File: src/sv/servo_position_remap_macros.svh
// Assertion macros for the servo position remap block.
// Included by the top level; expects signals named clk and rst in scope.
`ifndef SERVO_POSITION_REMAP_MACROS_SVH
`define SERVO_POSITION_REMAP_MACROS_SVH
`ifndef SYNTHESIS
// Same-cycle implication check.
`define SPR_ASSERT_IMP(name, cond, expr) \
  name: assert property (@(posedge clk) disable iff (rst) (cond) |-> (expr)) \
    else $error("servo_position_remap: check failed");
// Next-cycle implication check.
`define SPR_ASSERT_NXT(name, cond, expr) \
  name: assert property (@(posedge clk) disable iff (rst) (cond) |=> (expr)) \
    else $error("servo_position_remap: check failed");
`else
`define SPR_ASSERT_IMP(name, cond, expr)
`define SPR_ASSERT_NXT(name, cond, expr)
`endif
`endif

File: src/sv/spr_pkg.sv
// Shared types and constants for the servo position remap block.
// No dependencies; used by the channel interfaces and the top level.
package spr_pkg;

  localparam int CFG_INDEX_BITS = 3;

  // Configuration register indexes, in register-map order.
  typedef enum logic [CFG_INDEX_BITS-1:0] {
    CFG_LEADER_LOW      = 3'd0,
    CFG_LEADER_HIGH     = 3'd1,
    CFG_LEADER_CENTER   = 3'd2,
    CFG_FOLLOWER_LOW    = 3'd3,
    CFG_FOLLOWER_HIGH   = 3'd4,
    CFG_FOLLOWER_CENTER = 3'd5,
    CFG_REVERSE         = 3'd6,
    CFG_TRIM            = 3'd7
  } cfg_index_t;

endpackage

File: src/sv/spr_interfaces.sv
// Valid/ready channel interfaces for the servo position remap block.
// Depends on spr_pkg for the configuration register index type.

// Leader position input channel.
interface spr_leader_if #(
  parameter int POSITION_BITS = 12
) ();
  logic                     valid;
  logic                     ready;
  logic [POSITION_BITS-1:0] leader_position;

  modport source (output valid, output leader_position, input ready);
  modport sink (input valid, input leader_position, output ready);
endinterface

// Follower target output channel.
interface spr_follower_if #(
  parameter int POSITION_BITS = 12
) ();
  logic                     valid;
  logic                     ready;
  logic [POSITION_BITS-1:0] mapped_position;

  modport source (output valid, output mapped_position, input ready);
  modport sink (input valid, input mapped_position, output ready);
endinterface

// Configuration write channel.
interface spr_cfg_if import spr_pkg::*; #(
  parameter int DATA_BITS = 13
) ();
  logic                 valid;
  logic                 ready;
  cfg_index_t           index;
  logic [DATA_BITS-1:0] data;

  modport source (output valid, output index, output data, input ready);
  modport sink (input valid, input index, input data, output ready);
endinterface

File: src/sv/servo_position_remap.sv
// Top level of the servo position remap block: config registers and the remap pipeline.
// Depends on spr_pkg, spr_interfaces, spr_divider and servo_position_remap_macros.svh.
//
// Maps a leader joint position onto the follower range about the two centers, with
// separate up and down spans, optional reversal, a signed trim, rounding half away
// from zero and a final clamp into the follower limits. One word is accepted every
// cycle while the output does not stall; each word passes through the three front
// stages (span, clamp, multiply), one divider stage per quotient bit, and the three
// back stages (round, add, clamp).
// Every stage has its own valid bit, so bubbles close up under output stalls.
// Configuration words are taken every cycle and must only be written while the
// pipeline is empty.
`include "servo_position_remap_macros.svh"

module servo_position_remap import spr_pkg::*; #(
  parameter int POSITION_BITS = 12
) (
  input  logic           clk,
  input  logic           rst,
  spr_cfg_if.sink        cfg,
  spr_leader_if.sink     leader,
  spr_follower_if.source follower
);

  localparam int P         = POSITION_BITS;
  localparam int PROD_BITS = 2 * POSITION_BITS;
  localparam logic [P-1:0] POS_ONE    = {{(P-1){1'b0}}, 1'b1};
  localparam logic [P-1:0] POS_MAX    = {P{1'b1}};
  localparam logic [P-1:0] POS_CENTER = {1'b1, {(P-1){1'b0}}};

  // Configuration registers.
  logic [P-1:0]        leader_low_limit;
  logic [P-1:0]        leader_high_limit;
  logic [P-1:0]        leader_center;
  logic [P-1:0]        follower_low_limit;
  logic [P-1:0]        follower_high_limit;
  logic [P-1:0]        follower_center;
  logic                reverse_direction;
  logic signed [P:0]   offset_trim;

  assign cfg.ready = 1'b1;

  always_ff @(posedge clk) begin
    if (rst) begin
      leader_low_limit    <= '0;
      leader_high_limit   <= POS_MAX;
      leader_center       <= POS_CENTER;
      follower_low_limit  <= '0;
      follower_high_limit <= POS_MAX;
      follower_center     <= POS_CENTER;
      reverse_direction   <= 1'b0;
      offset_trim         <= '0;
    end else if (cfg.valid) begin
      case (cfg.index)
        CFG_LEADER_LOW:      leader_low_limit    <= cfg.data[P-1:0];
        CFG_LEADER_HIGH:     leader_high_limit   <= cfg.data[P-1:0];
        CFG_LEADER_CENTER:   leader_center       <= cfg.data[P-1:0];
        CFG_FOLLOWER_LOW:    follower_low_limit  <= cfg.data[P-1:0];
        CFG_FOLLOWER_HIGH:   follower_high_limit <= cfg.data[P-1:0];
        CFG_FOLLOWER_CENTER: follower_center     <= cfg.data[P-1:0];
        CFG_REVERSE:         reverse_direction   <= cfg.data[0];
        CFG_TRIM:            offset_trim         <= signed'(cfg.data[P:0]);
        default: ;
      endcase
    end
  end

  // Absolute distance between two positions, never less than one.
  function automatic logic [P-1:0] span_of(input logic [P-1:0] a, input logic [P-1:0] b);
    logic [P-1:0] gap;
    gap     = (a >= b) ? (a - b) : (b - a);
    span_of = (gap == '0) ? POS_ONE : gap;
  endfunction

  // Stage enables: a stage advances when empty or when its successor advances.
  logic st1_valid, st2_valid, st3_valid;
  logic r1_valid, r2_valid, r3_valid;
  logic en_s1, en_s2, en_s3, en_r1, en_r2, en_r3;
  logic div_in_ready, div_out_valid;

  assign en_r3 = !r3_valid || follower.ready;
  assign en_r2 = !r2_valid || en_r3;
  assign en_r1 = !r1_valid || en_r2;
  assign en_s3 = !st3_valid || div_in_ready;
  assign en_s2 = !st2_valid || en_s3;
  assign en_s1 = !st1_valid || en_s2;
  assign leader.ready = en_s1;

  // Stage 1: leader offset and the leader span on its side of the center.
  logic signed [P:0] st1_d;
  logic [P-1:0]      st1_span;
  logic signed [P:0] d_next;

  assign d_next = signed'({1'b0, leader.leader_position}) - signed'({1'b0, leader_center});

  always_ff @(posedge clk) begin
    if (rst) begin
      st1_valid <= 1'b0;
    end else if (en_s1) begin
      st1_valid <= leader.valid;
    end
  end

  always_ff @(posedge clk) begin
    if (en_s1) begin
      st1_d    <= d_next;
      st1_span <= d_next[P] ? span_of(leader_center, leader_low_limit)
                            : span_of(leader_high_limit, leader_center);
    end
  end

  // Stage 2: saturate the offset to one span, apply reversal, pick the follower span.
  logic [P-1:0] st2_mag;
  logic         st2_neg;
  logic [P-1:0] st2_span;
  logic [P-1:0] st2_fspan;
  logic [P:0]   d_negated;
  logic [P-1:0] d_mag;
  logic         n_neg;

  always_comb begin
    d_negated = -st1_d;
    d_mag     = st1_d[P] ? d_negated[P-1:0] : st1_d[P-1:0];
    n_neg     = (|st1_d) && (st1_d[P] ^ reverse_direction);
  end

  always_ff @(posedge clk) begin
    if (rst) begin
      st2_valid <= 1'b0;
    end else if (en_s2) begin
      st2_valid <= st1_valid;
    end
  end

  always_ff @(posedge clk) begin
    if (en_s2) begin
      st2_mag   <= (d_mag > st1_span) ? st1_span : d_mag;
      st2_neg   <= n_neg;
      st2_span  <= st1_span;
      st2_fspan <= n_neg ? span_of(follower_center, follower_low_limit)
                         : span_of(follower_high_limit, follower_center);
    end
  end

  // Stage 3: scale the offset magnitude by the follower span.
  logic [PROD_BITS-1:0] st3_prod;
  logic                 st3_neg;
  logic [P-1:0]         st3_span;

  always_ff @(posedge clk) begin
    if (rst) begin
      st3_valid <= 1'b0;
    end else if (en_s3) begin
      st3_valid <= st2_valid;
    end
  end

  always_ff @(posedge clk) begin
    if (en_s3) begin
      st3_prod <= PROD_BITS'(st2_mag) * PROD_BITS'(st2_fspan);
      st3_neg  <= st2_neg;
      st3_span <= st2_span;
    end
  end

  // Divide the scaled offset by the leader span.
  logic [P-1:0] div_quot;
  logic [P-1:0] div_rem;
  logic [P-1:0] div_divisor;
  logic         div_neg;

  spr_divider #(
    .POSITION_BITS (POSITION_BITS)
  ) u_divider (
    .clk         (clk),
    .rst         (rst),
    .in_valid    (st3_valid),
    .in_ready    (div_in_ready),
    .in_dividend (st3_prod),
    .in_divisor  (st3_span),
    .in_neg      (st3_neg),
    .out_valid   (div_out_valid),
    .out_ready   (en_r1),
    .out_quot    (div_quot),
    .out_rem     (div_rem),
    .out_divisor (div_divisor),
    .out_neg     (div_neg)
  );

  // Center plus trim, the integer part of the target.
  logic signed [P+1:0] base;
  assign base = signed'({2'b00, follower_center}) + signed'({offset_trim[P], offset_trim});

  // Back stage 1: round the fraction half away from zero of the whole sum.
  // An exact half rounds the magnitude up when the offset and the total agree in sign.
  logic [P:0]          r1_mag;
  logic                r1_neg;
  logic signed [P+1:0] base_signed;
  logic signed [P+2:0] tie_sum;
  logic                tie_up;
  logic [P:0]          twice_rem;
  logic [P:0]          divisor_ext;
  logic                round_up;

  always_comb begin
    base_signed = div_neg ? -base : base;
    tie_sum     = signed'({base_signed[P+1], base_signed}) + signed'({3'b000, div_quot});
    tie_up      = !tie_sum[P+2];
    twice_rem   = {div_rem, 1'b0};
    divisor_ext = {1'b0, div_divisor};
    round_up    = (twice_rem > divisor_ext) || ((twice_rem == divisor_ext) && tie_up);
  end

  always_ff @(posedge clk) begin
    if (rst) begin
      r1_valid <= 1'b0;
    end else if (en_r1) begin
      r1_valid <= div_out_valid;
    end
  end

  always_ff @(posedge clk) begin
    if (en_r1) begin
      r1_mag <= {1'b0, div_quot} + {{P{1'b0}}, round_up};
      r1_neg <= div_neg;
    end
  end

  // Back stage 2: add the signed rounded offset to the base.
  logic signed [P+2:0] r2_q;
  logic signed [P+2:0] mag_ext;
  logic signed [P+2:0] mag_signed;

  always_comb begin
    mag_ext    = signed'({2'b00, r1_mag});
    mag_signed = r1_neg ? -mag_ext : mag_ext;
  end

  always_ff @(posedge clk) begin
    if (rst) begin
      r2_valid <= 1'b0;
    end else if (en_r2) begin
      r2_valid <= r1_valid;
    end
  end

  always_ff @(posedge clk) begin
    if (en_r2) begin
      r2_q <= signed'({base[P+1], base}) + mag_signed;
    end
  end

  // Back stage 3: clamp into the follower limits; this is the output register.
  logic [P-1:0]        clamp_lo;
  logic [P-1:0]        clamp_hi;
  logic [P-1:0]        target_next;
  logic [P-1:0]        target;

  always_comb begin
    clamp_lo = (follower_low_limit < follower_high_limit) ? follower_low_limit
                                                          : follower_high_limit;
    clamp_hi = (follower_low_limit < follower_high_limit) ? follower_high_limit
                                                          : follower_low_limit;
    if (r2_q < signed'({3'b000, clamp_lo})) begin
      target_next = clamp_lo;
    end else if (r2_q > signed'({3'b000, clamp_hi})) begin
      target_next = clamp_hi;
    end else begin
      target_next = r2_q[P-1:0];
    end
  end

  always_ff @(posedge clk) begin
    if (rst) begin
      r3_valid <= 1'b0;
    end else if (en_r3) begin
      r3_valid <= r2_valid;
    end
  end

  always_ff @(posedge clk) begin
    if (en_r3) begin
      target <= target_next;
    end
  end

  assign follower.valid           = r3_valid;
  assign follower.mapped_position = target;

  // The divider remainder always ends below the divisor.
  `SPR_ASSERT_IMP(a_div_rem_below_divisor, div_out_valid, div_rem < div_divisor)
  // The rounded magnitude never exceeds POS_MAX by more than one.
  `SPR_ASSERT_IMP(a_round_mag_bound, r1_valid, !(r1_mag[P] && (|r1_mag[P-1:0])))
  // An accepted leader word always occupies the first stage on the next cycle.
  `SPR_ASSERT_NXT(a_accept_fills_stage1, leader.valid && leader.ready, st1_valid)

endmodule

File: src/sv/spr_divider.sv
// Pipelined restoring divider for the servo position remap block.
// One quotient bit per stage; the dividend's upper half must be below the divisor.
module spr_divider #(
  parameter int POSITION_BITS = 12
) (
  input  logic                       clk,
  input  logic                       rst,
  input  logic                       in_valid,
  output logic                       in_ready,
  input  logic [2*POSITION_BITS-1:0] in_dividend,
  input  logic [POSITION_BITS-1:0]   in_divisor,
  input  logic                       in_neg,
  output logic                       out_valid,
  input  logic                       out_ready,
  output logic [POSITION_BITS-1:0]   out_quot,
  output logic [POSITION_BITS-1:0]   out_rem,
  output logic [POSITION_BITS-1:0]   out_divisor,
  output logic                       out_neg
);

  localparam int P     = POSITION_BITS;
  localparam int STEPS = POSITION_BITS;

  logic [STEPS-1:0] vld;
  logic [STEPS:0]   en;
  logic [STEPS-1:0] neg;
  logic [P-1:0]     rem  [STEPS];
  logic [P-1:0]     low  [STEPS];
  logic [P-1:0]     divs [STEPS];

  assign en[STEPS] = out_ready;
  assign in_ready  = en[0];

  for (genvar k = 0; k < STEPS; k++) begin : g_step
    logic [P-1:0] rem_in;
    logic [P-1:0] low_in;
    logic [P-1:0] div_in;
    logic         neg_in;
    logic         vld_in;
    logic [P:0]   trial;
    logic [P:0]   diff;
    logic         take;

    // Stage inputs come from the ports for the first step.
    if (k == 0) begin : g_first
      assign rem_in = in_dividend[2*P-1:P];
      assign low_in = in_dividend[P-1:0];
      assign div_in = in_divisor;
      assign neg_in = in_neg;
      assign vld_in = in_valid;
    end else begin : g_next
      assign rem_in = rem[k-1];
      assign low_in = low[k-1];
      assign div_in = divs[k-1];
      assign neg_in = neg[k-1];
      assign vld_in = vld[k-1];
    end

    // Shift in one dividend bit and subtract the divisor when it fits.
    assign trial = {rem_in, low_in[P-1]};
    assign diff  = trial - {1'b0, div_in};
    assign take  = (trial >= {1'b0, div_in});

    // A stage advances when empty or when the next stage advances.
    assign en[k] = !vld[k] || en[k+1];

    always_ff @(posedge clk) begin
      if (rst) begin
        vld[k] <= 1'b0;
      end else if (en[k]) begin
        vld[k] <= vld_in;
      end
    end

    always_ff @(posedge clk) begin
      if (en[k]) begin
        rem[k]  <= take ? diff[P-1:0] : trial[P-1:0];
        low[k]  <= {low_in[P-2:0], take};
        divs[k] <= div_in;
        neg[k]  <= neg_in;
      end
    end
  end

  assign out_valid   = vld[STEPS-1];
  assign out_quot    = low[STEPS-1];
  assign out_rem     = rem[STEPS-1];
  assign out_divisor = divs[STEPS-1];
  assign out_neg     = neg[STEPS-1];

endmodule
File: src/flat_wrapper.sv
// flat-port wrapper written by rule: the top's interface ports become plain ports
module servo_position_remap_flat import spr_pkg::*;
#(
  parameter int POSITION_BITS = 12
)
  (clk, rst, cfg_valid, cfg_index, cfg_data, cfg_ready, leader_valid, leader_leader_position, leader_ready, follower_valid, follower_mapped_position, follower_ready);
  spr_cfg_if cfg_i ();
  spr_leader_if #(.POSITION_BITS(POSITION_BITS)) leader_i ();
  spr_follower_if #(.POSITION_BITS(POSITION_BITS)) follower_i ();
  input  logic clk;
  input  logic rst;
  input wire logic [$bits(cfg_i.valid)-1:0] cfg_valid;
  input wire logic [$bits(cfg_i.index)-1:0] cfg_index;
  input wire logic [$bits(cfg_i.data)-1:0] cfg_data;
  output wire logic [$bits(cfg_i.ready)-1:0] cfg_ready;
  input wire logic [$bits(leader_i.valid)-1:0] leader_valid;
  input wire logic [$bits(leader_i.leader_position)-1:0] leader_leader_position;
  output wire logic [$bits(leader_i.ready)-1:0] leader_ready;
  output wire logic [$bits(follower_i.valid)-1:0] follower_valid;
  output wire logic [$bits(follower_i.mapped_position)-1:0] follower_mapped_position;
  input wire logic [$bits(follower_i.ready)-1:0] follower_ready;
  assign cfg_i.valid = cfg_valid;
  assign cfg_i.index = cfg_index;
  assign cfg_i.data = cfg_data;
  assign cfg_ready = cfg_i.ready;
  assign leader_i.valid = leader_valid;
  assign leader_i.leader_position = leader_leader_position;
  assign leader_ready = leader_i.ready;
  assign follower_valid = follower_i.valid;
  assign follower_mapped_position = follower_i.mapped_position;
  assign follower_i.ready = follower_ready;
  servo_position_remap #(.POSITION_BITS(POSITION_BITS)) u_core (.clk(clk), .rst(rst), .cfg(cfg_i), .leader(leader_i), .follower(follower_i));
endmodule
File: config.mk
export PLATFORM = sky130hd
export DESIGN_NAME = servo_position_remap_flat
export DESIGN_NICKNAME = d
export VERILOG_FILES = /design/src/sv/spr_pkg.sv /design/src/sv/spr_interfaces.sv /design/src/sv/servo_position_remap.sv /design/src/sv/spr_divider.sv /design/src/flat_wrapper.sv
export VERILOG_INCLUDE_DIRS = /design/src /design/src/sv
export SDC_FILE = /design/constraint.sdc
export NUM_CORES = 2
export LEC_CHECK = 0
export ABC_AREA = 1
export BUFFER_PORTS_ARGS = -buffer_cell sky130_fd_sc_hd__buf_2
export CAP_MARGIN = 20
export CORE_ASPECT_RATIO = 0.75
export CORE_MARGIN = 2
export CORE_UTILIZATION = 50
export DETAILED_ROUTE_END_ITERATION = 6
export PLACE_DENSITY = 0.64
export SYNTH_ARGS = -nofsm -noshare
export SYNTH_HDL_FRONTEND = slang
export SYNTH_SLANG_ARGS = --single-unit
File: constraint.sdc
create_clock -name clk -period 18.4 [get_ports clk]
set_clock_uncertainty 0.15 [all_clocks]
set_input_delay 3.68 -clock clk [delete_from_list [all_inputs] [get_ports clk]]
set_output_delay 3.68 -clock clk [all_outputs]
set_load 0.05 [all_outputs]
==> run_results.csv <==
group,metric,value,unit
global_routing,track_usage,22.14,%
worst_setup_path,worst-path-buf-inv,6,
worst_setup_path,rrSetupSlack,12600,ps
clocking,cts_made_buffers,73,
worst_setup_path,cp_max_fo,39,
clocking,clock_path_buffers,3,
clocking,cts_max_level,3,
routing,vias_per_cell,5.249,
yosys,syn_area_per_cell,9.020,um2
yosys,syn-num-nets,5538,
routing,routed_wl,100.9,mm
global_routing,grt.overflow.total,0,
routing,detail-route-antenna-nets,0,
yosys,synth-seq-cells,688,
timing,fin_tns_setup,0,ps
floorplanning,core,89270,um2
floorplanning,die-area,92170,um2
worst_hold_path,hp-start,"u_core.u_divider.g_step[7].neg_in",
timing,rsz0062_at_grt,"false",
yosys,synthTopCellsByArea,"edfxtp_1 (39%), ha_1 (11%), nand2_1 (9.3%), inv_1 (6.3%), fa_1 (5.5%)",
clocking,cts-root-buf,"clkbuf_16",
routing,drc,0,
placement,gp_congestion,0.9573,
status,status,"complete, no violations",
routing,wl_per_cell,16.11,um
floorplanning,initial_utilization,50.26,%
global_routing,grt_pass1_wl,163.7,mm
worst_setup_path,crit_required,14570,ps
finish,layout.nets,5555,
global_routing,grt_max_degree,87,
yosys,synth_cell_types,62,
timing,timing.fmax,0.08742,GHz
yosys,ys_warn_count,0,
worst_setup_path,cp_slowest_cell,"nand4_2",
yosys,async_flop_share,0,%
routing,drt_pass1_iterations,6,
floorplanning,die_y,263.4,um
clocking,cts-resized-gates,0,
yosys,synthCells,4974,
yosys,yosys.area.top_type,"edfxtp_1",
clocking,clkLatencyLatePin,640,ps
routing,num_vias,32870,
worst_setup_path,crit_family,"simple AND/OR/NAND/NOR gates",
floorplanning,pin_count,48,
timing,finalCriticalPeriod,11440,ps
worst_setup_path,critical-path-max-stage-delay,700,ps
yosys,yosysMostFrequentCell,"nand2_1",
floorplanning,die_w,349.9,um
timing,setup_violations,0,
clocking,cts_tree,"done",
worst_setup_path,critPathLaunchType,"input pin",
worst_setup_path,worstReg2RegEnd,"u_core.st3_prod[23]",
global_routing,antenna_found_initial,0,
clocking,cts.reportedPaths.clkPinSlew,60,ps
clocking,clkSinkCount,688,
timing,slew_headroom,32.80,%
worst_hold_path,hp-class,"reg2reg",
finish,drive_gt1_share,4.970,%
worst_setup_path,worstSetupPathType,"in2out",
timing,worst_pin_slew,1008,ps
worst_setup_path,crit_arrival,7610,ps
worst_setup_path,r2r_cells,17,
timing,hold_viol_final,0,
timing,finalCritPeriodShare,62.17,%
worst_hold_path,min_path_cells,0,
worst_hold_path,whs_endpoint,"u_core.u_divider.g_step[8].neg_in",
floorplanning,rows,95,
yosys,yosysSeqAreaShare,43.73,%
yosys,synth_edf_count,584,
run,drv_cap,0,
worst_setup_path,end_kind,"output pin",
finish,areaGrowthSynthToFinish,8.272,%
yosys,yosys_most_used_dff,"edfxtp_1",
yosys,netlist_area,44870,um2
clocking,postCtsSetupRepairBufs,0,
finish,diodes,0,
global_routing,grt_pass1_vias,31040,
worst_setup_path,crit_path_cell_trace,"buf_2 -> inv_1 -> nand3_2 -> nor2_2 -> nand4_2 -> buf_4 -> nor2_2 -> nand4_2 -> buf_4 -> nor2_4 -> nand4_4 -> buf_4 -> nor2_4 -> nand4_2 -> buf_2",
clocking,ctsHoldBuffers,0,
yosys,synth_top_area_share,39.09,%
worst_setup_path,worstReg2RegStart,"u_core.st2_mag[3]",
routing,drt_iter0_drc,2560,
placement,port_buffers,46,
placement,hpwl,79.80,mm
timing,slew_viol_final,0,
yosys,ys_top_cells_by_count,"nand2_1 (1106), inv_1 (757), edfxtp_1 (584), ha_1 (408), nor2_1 (368)",
## worst register-to-register path, delay by kind of cell, from the launching register on
kind,cells,cell delay [ps]
adder cells (fa/ha/maj),6,3010
AO/OA/AOI/OAI,3,730
flip-flops,1,690
AND/OR/NAND/NOR,4,690
buffers and inverters,3,150
XOR/XNOR,1,140
## cell usage in the layout, fill, tap and decap left out, types with 36 or more instances in the layout
| cell | count |
|---|---|
| nand2_1 | 1106 |
| inv_1 | 756 |
| edfxtp_1 | 584 |
| ha_1 | 408 |
| nor2_1 | 368 |
| a21oi_1 | 324 |
| o21ai_0 | 283 |
| nand3_1 | 152 |
| xor2_1 | 150 |
| fa_1 | 123 |
| dfxtp_1 | 104 |
| xnor2_1 | 87 |
| clkbuf_16 | 74 |
| nand4_1 | 70 |
| buf_2 | 46 |
| o21ai_1 | 37 |
| nor3_1 | 36 |
## routing by layer
metal  track usage (%)  part of all wire, %
met5                 0                    0
met2             31.84                   41
met4             4.334                  1.7
met3             3.427                  5.7
met1             35.09                   52
## cells by family after synthesis
| group | synth area share, % |
|---|---|
| flops | 43.73 |
| compound gates | 10.19 |
| buf+inv | 7.708 |
| simple gates | 16.83 |
| fa+ha+maj | 16.87 |
| xor+xnor | 4.663 |
| other cells | 0.008358 |
## state kept, by name (all words and copies together), names as in the netlist, 11 cells and up
| register | cells |
|---|---|
| u_core.follower_high_limit | 12 |
| u_core.leader_center | 12 |
| u_core.st2_span | 12 |
| u_core.u_divider.low | 144 |
| u_core.st3_prod | 24 |
| u_core.leader_high_limit | 12 |
| u_core.u_divider.g_step.vld_in | 11 |
| u_core.st2_fspan | 12 |
| u_core.leader_low_limit | 12 |
| u_core.u_divider.g_step.neg_in | 11 |
| u_core.follower_center | 12 |
| u_core.offset_trim | 13 |
| u_core.follower.mapped_position | 12 |
| u_core.st3_span | 12 |
| u_core.st1_span | 12 |
| u_core.r2_q | 15 |
| u_core.u_divider.rem | 144 |
| u_core.u_divider.divs | 144 |
| u_core.r1_mag | 13 |
| u_core.st2_mag | 12 |
| u_core.follower_low_limit | 12 |
| u_core.st1_d | 13 |
## stage by stage
stage / utilization, % / setup WS, ps / hold slack (ps) / cells / cell area (um2)
after global placement: 51.71 / 7008 / 250.6 / 6127 / 46160
after CTS: 54.39 / 6865 / 259.2 / 6261 / 48550
after global routing: 54.42 / 6530 / 263.8 / 6262 / 48580
after detailed placement: 51.71 / 6861 / 254.5 / 6127 / 46160
final: 54.42 / 6960 / 257.8 / 6262 / 48580
after floorplan: - / 6620 / 250.3 / 4974 / 44870
## how the worst max path moves through the flow
stage	from	to	cells after the start
4_1_cts	follower_ready	leader_ready	15
3_3_place_gp	follower_ready	leader_ready	15
5_1_grt	follower_ready	leader_ready	15
2_1_floorplan	follower_ready	leader_ready	10
6_report	follower_ready	leader_ready	15
3_5_place_dp	follower_ready	leader_ready	15
## area by class of cell
| cell class | instances | area (um2) |
|---|---|---|
| clock buffers | 87 | 1911 |
| clock inverters | 47 | 480.5 |
| fillers | 8056 | 40690 |
| inverters | 760 | 2854 |
| multi-input cells | 3401 | 21790 |
| flip-flops and latches | 688 | 19620 |
| well taps | 1212 | 1516 |
| repair buffers | 67 | 407.9 |
Power is not shown: default switching activity piles up to over one toggle a cycle in this logic, so the estimate is an artifact.
